$ cat src/rtl/pair_distance_histogram_assert.svh
// assertion macros for the pair distance histogram
// used by rtl modules that check their own control logic
`ifndef PAIR_DISTANCE_HISTOGRAM_ASSERT_SVH
`define PAIR_DISTANCE_HISTOGRAM_ASSERT_SVH
`ifndef SYNTHESIS
`define PHD_ASSERT_NOW(name, clk, rst, ante, cons) \
   name: assert property (@(posedge clk) disable iff (rst) (ante) |-> (cons)) \
      else $error("assertion failed");
`define PHD_ASSERT_NEXT(name, clk, rst, ante, cons) \
   name: assert property (@(posedge clk) disable iff (rst) (ante) |=> (cons)) \
      else $error("assertion failed");
`else
`define PHD_ASSERT_NOW(name, clk, rst, ante, cons)
`define PHD_ASSERT_NEXT(name, clk, rst, ante, cons)
`endif
`endif

$ cat src/rtl/phd_queue.sv
// small first-in first-out queue between pipeline parts
// depends on nothing
`timescale 1ns / 1ps
module phd_queue #(
   parameter int W     = 8,
   parameter int DEPTH = 2
) (
   input  logic         clock,
   input  logic         reset,
   input  logic         push,
   input  logic [W-1:0] wr_data,
   output logic         full,
   input  logic         pop,
   output logic [W-1:0] rd_data,
   output logic         empty
);
   localparam int PW = (DEPTH > 1) ? $clog2(DEPTH) : 1;
   localparam int CW = $clog2(DEPTH + 1);

   logic [W-1:0]  mem [DEPTH];
   logic [PW-1:0] wr_ptr_ff, rd_ptr_ff;
   logic [CW-1:0] count_ff;
   logic          do_push, do_pop;

   assign full    = (count_ff == CW'(DEPTH));
   assign empty   = (count_ff == '0);
   assign do_push = push && !full;
   assign do_pop  = pop && !empty;
   assign rd_data = mem[rd_ptr_ff];

   always_ff @(posedge clock) begin
      if (do_push) begin
         mem[wr_ptr_ff] <= wr_data;
      end
   end

   always_ff @(posedge clock) begin
      if (reset) begin
         wr_ptr_ff <= '0;
         rd_ptr_ff <= '0;
         count_ff  <= '0;
      end else begin
         if (do_push) begin
            wr_ptr_ff <= (wr_ptr_ff == PW'(DEPTH - 1)) ? '0 : wr_ptr_ff + 1'b1;
         end
         if (do_pop) begin
            rd_ptr_ff <= (rd_ptr_ff == PW'(DEPTH - 1)) ? '0 : rd_ptr_ff + 1'b1;
         end
         if (do_push && !do_pop) begin
            count_ff <= count_ff + 1'b1;
         end else if (do_pop && !do_push) begin
            count_ff <= count_ff - 1'b1;
         end
      end
   end
endmodule

$ cat config.mk
export PLATFORM = sky130hd
export DESIGN_NAME = phd_queue
export DESIGN_NICKNAME = d
export VERILOG_FILES = /design/src/rtl/pair_distance_histogram_assert.svh /design/src/rtl/phd_queue.sv
export SDC_FILE = /design/constraint.sdc
export NUM_CORES = 1
export LEC_CHECK = 0
export BUFFER_PORTS_ARGS = -buffer_cell sky130_fd_sc_hd__buf_4
export CORE_MARGIN = 5
export CORE_UTILIZATION = 40
export DETAILED_ROUTE_END_ITERATION = 6
export GPL_ROUTABILITY_DRIVEN = 1
export HOLD_SLACK_MARGIN = 0.15
export SLEW_MARGIN = 30
export SYNTH_ARGS = -nofsm -noshare
export SYNTH_HDL_FRONTEND = slang
export SYNTH_SLANG_ARGS = --single-unit
export TNS_END_PERCENT = 5
$ cat constraint.sdc
create_clock -name clock -period 1.7 [get_ports clock]
set_input_delay 0.34 -clock clock [delete_from_list [all_inputs] [get_ports clock]]
set_output_delay 0.34 -clock clock [all_outputs]
set_load 0.05 [all_outputs]
==> metrics.csv <==
stage,metric,value,unit
route,vias,452,
layout,antenna diode count,0,
cts,"CTS clk-pin slew, worst paths",0.11,ns
global_route,initial antenna violation count,0,
die,placement row count,16,
logic_synthesis,Post-Syn Instances,50,
sta,max-slew violation total from the final report,0,
power,Tot Pwr,0.00168,W
route,Post-route DRC,0,
die,Die Span X,54.5,µm
route,post-route antenna net violation count,0,
layout,most frequent cells in the layout,"buf_4 (21), edfxtp_1 (16), mux2_2 (8)",
placement,DP Wirelength,920,µm
route,vias per cell,4.48,
cts,Root Buffer,clkbuf_4,
logic_synthesis,dominant cells by area after synthesis,"edfxtp_1 (61%), dfxtp_1 (13%), mux2_2 (11%), xor2_1 (3.3%), nor2_1 (2.4%)",
cts,Hold Buf Count CTS,0,
sta,final hold slack,0.227,ns
worst_setup_path,R2R Setup Slk,0.13,ns
sta,Peak Freq,616,MHz
cts,CTS tree,yes,
hold_path,hold path cells,1,
logic_synthesis,Synth top area share,60.6,%
global_route,vias in the first global route,459,
layout,Layout Utilization,52.7,%
cts,htree depth,1,
layout,Layout area overhead,27.6,%
sta,Slew Limit Headroom,74.3,%
worst_setup_path,"Cell Chain, Critical Path",mux2_2 -> buf_4,
sta,RSZ-0062 raised after global routing,false,
worst_setup_path,CP max stage delay,0.44,ns
placement,port buffer count,21,
logic_synthesis,"area leader, netlist",edfxtp_1,
global_route,largest net degree at the start of global routing,12,
placement,Placer Congestion,0.704,
die,# IOs,22,
route,first-pass iteration count of the detailed router,4,
sta,setup violators final,0,
route,WL/cell,12.3,µm
sta,worst slew pin tran,0.385,ns
layout,area of the multi-input gates,205,µm²
worst_setup_path,critical path peak fanout,8,
die,Die Y,54.5,µm
worst_setup_path,crit path buf inv count,1,
layout,Final #Nets,88,
logic_synthesis,Syn Std Cell Area,793,µm²
cts,Num CTS Buffers,3,
worst_setup_path,CP Data Required Time,1.36,ns
logic_synthesis,register area share after synthesis,73.2,%
logic_synthesis,Avg Synthesized Cell Area,15.9,µm²
logic_synthesis,Synth Register Bits,21,
sta,final worst-path cycle share,95.6,%
worst_setup_path,crit path DAT,1.28,ns
power,Leakage,0.398,nW
die,CORE AREA,1920,µm²
layout,"commonest non-fill, non-tap cell in the layout",buf_4,
sta,setup TNS,0,ns
die,Die Area,2970,µm²
hold_path,Hold Path Class,input pin to flip-flop,
worst_setup_path,crit path capture type,output port,
cts,CTS max path bufs,2,
flow_run,Max-Cap Viols,0,
worst_setup_path,CP top delay family,flip-flops,
route,final wirelength,1.24,mm
status,status,"complete, no violations",
worst_setup_path,reg2reg start,count_ff[0],
worst_setup_path,CP Capture Point,rd_data[3],
cts,CTS sink cnt,21,
worst_setup_path,reg2reg end,count_ff[1],
global_route,Global Route Usage Sum,9.16,%
sta,"Hold Violations, Final",0,
power,Worst VDD drop,0.00138,V
sta,Final Skew,0.00441,ns
worst_setup_path,reg2reg path depth,4,
route,1st-iter DRT viols,5,
worst_setup_path,critical path launch point type,flip-flop,
logic_synthesis,synth warn,0,
worst_setup_path,"Slowest-stage cell, CP",dfxtp_2,
layout,Reg area,582,µm²
global_route,first-pass GRT wire length,1.81,mm
cts,clk_lat worst skew,0.29,ns
layout,Filler cells,182,
logic_synthesis,number of distinct library cells after synthesis,13,
worst_setup_path,Worst Setup Path Type,flip-flop to output port,
logic_synthesis,syn nets,63,
die,initial core utilization,41.3,%
layout,share of cells above drive strength 1,45.9,%
sta,crit path time final,1.62,ns
global_route,grt ovf,0,
worst_setup_path,WP depth,2,
power,pwr/cell area,1660,nW/µm²
power by group:
part / switching (W) / internal, W / total (W)
clock: 0.000131 / 0.0000911 / 0.000223
combinational: 0.000467 / 0.000267 / 0.000734
sequential: 0.0000695 / 0.000657 / 0.000727
timing repair:
item | CTS | global route
resized for setup | 1 | 0
endpoints found under the setup margin | 8 | 0
setup buffers | 0 | 0
through the flow:
step / cells / area [µm²] / setup slack (ns)
after global placement: 97 / 985 / 0.177
after floorplan: 50 / 798 / 0.0467
after global routing: 101 / 1010 / 0.00567
final: 101 / 1010 / 0.0756
after CTS: 101 / 1010 / 0.0378
after detailed placement: 97 / 985 / 0.136
kinds of logic after synthesis:
logic type | share of synthesized area (%)
flip-flops | 73.2
AND/OR/NAND/NOR | 5.84
multiplexers | 11.4
AO/OA/AOI/OAI | 3.15
XOR/XNOR | 3.31
buffers and inverters | 1.58
adder cells (fa/ha/maj) | 1.58
layer usage:
metal,global-route usage (%),share of wire (%),up-vias
met5,0,0,-
met4,6.22,0.64,0
met3,3.00,7.8,2
met2,15.3,50,14
met1,9.71,41,209
li1,-,-,227
cells in the mapped netlist:
library cell and number:
and2_1 1, mux2_2 8, buf_2 1, o21ai_0 3
a21oi_1 2, dfxtp_1 5, or3_1 2, nor2b_2 1
nor2_1 5, ha_1 1, inv_1 2, edfxtp_1 16
xor2_1 3
area by class of cell:
type                            instances  share of cell area, %
Sequential cell                        21                   57.5
Tap cell                               27                   3.34
Multi-Input combinational cell         26                   20.3
Clock buffer                            4                   2.60
Timing Repair Buffer                   21                   15.6
Inverter                                2                  0.742
state kept, by name (all words and copies together) (netlist names), named ones only:
name       flops
rd_ptr_ff      1
wr_ptr_ff      1
mem           16
count_ff       2
how the worst min path moves through the flow:
stage / start / to / slack [ns]
after floorplan: reset / count_ff[1] / 0.41
after global placement: wr_ptr_ff / wr_ptr_ff / 0.47
after detailed placement: wr_ptr_ff / wr_ptr_ff / 0.49
after CTS: wr_data[4] / mem[1][4] / 0.22
after global routing: wr_data[2] / mem[1][2] / 0.21
final: wr_data[4] / mem[0][4] / 0.23
Power figures use the tool's default switching activity.
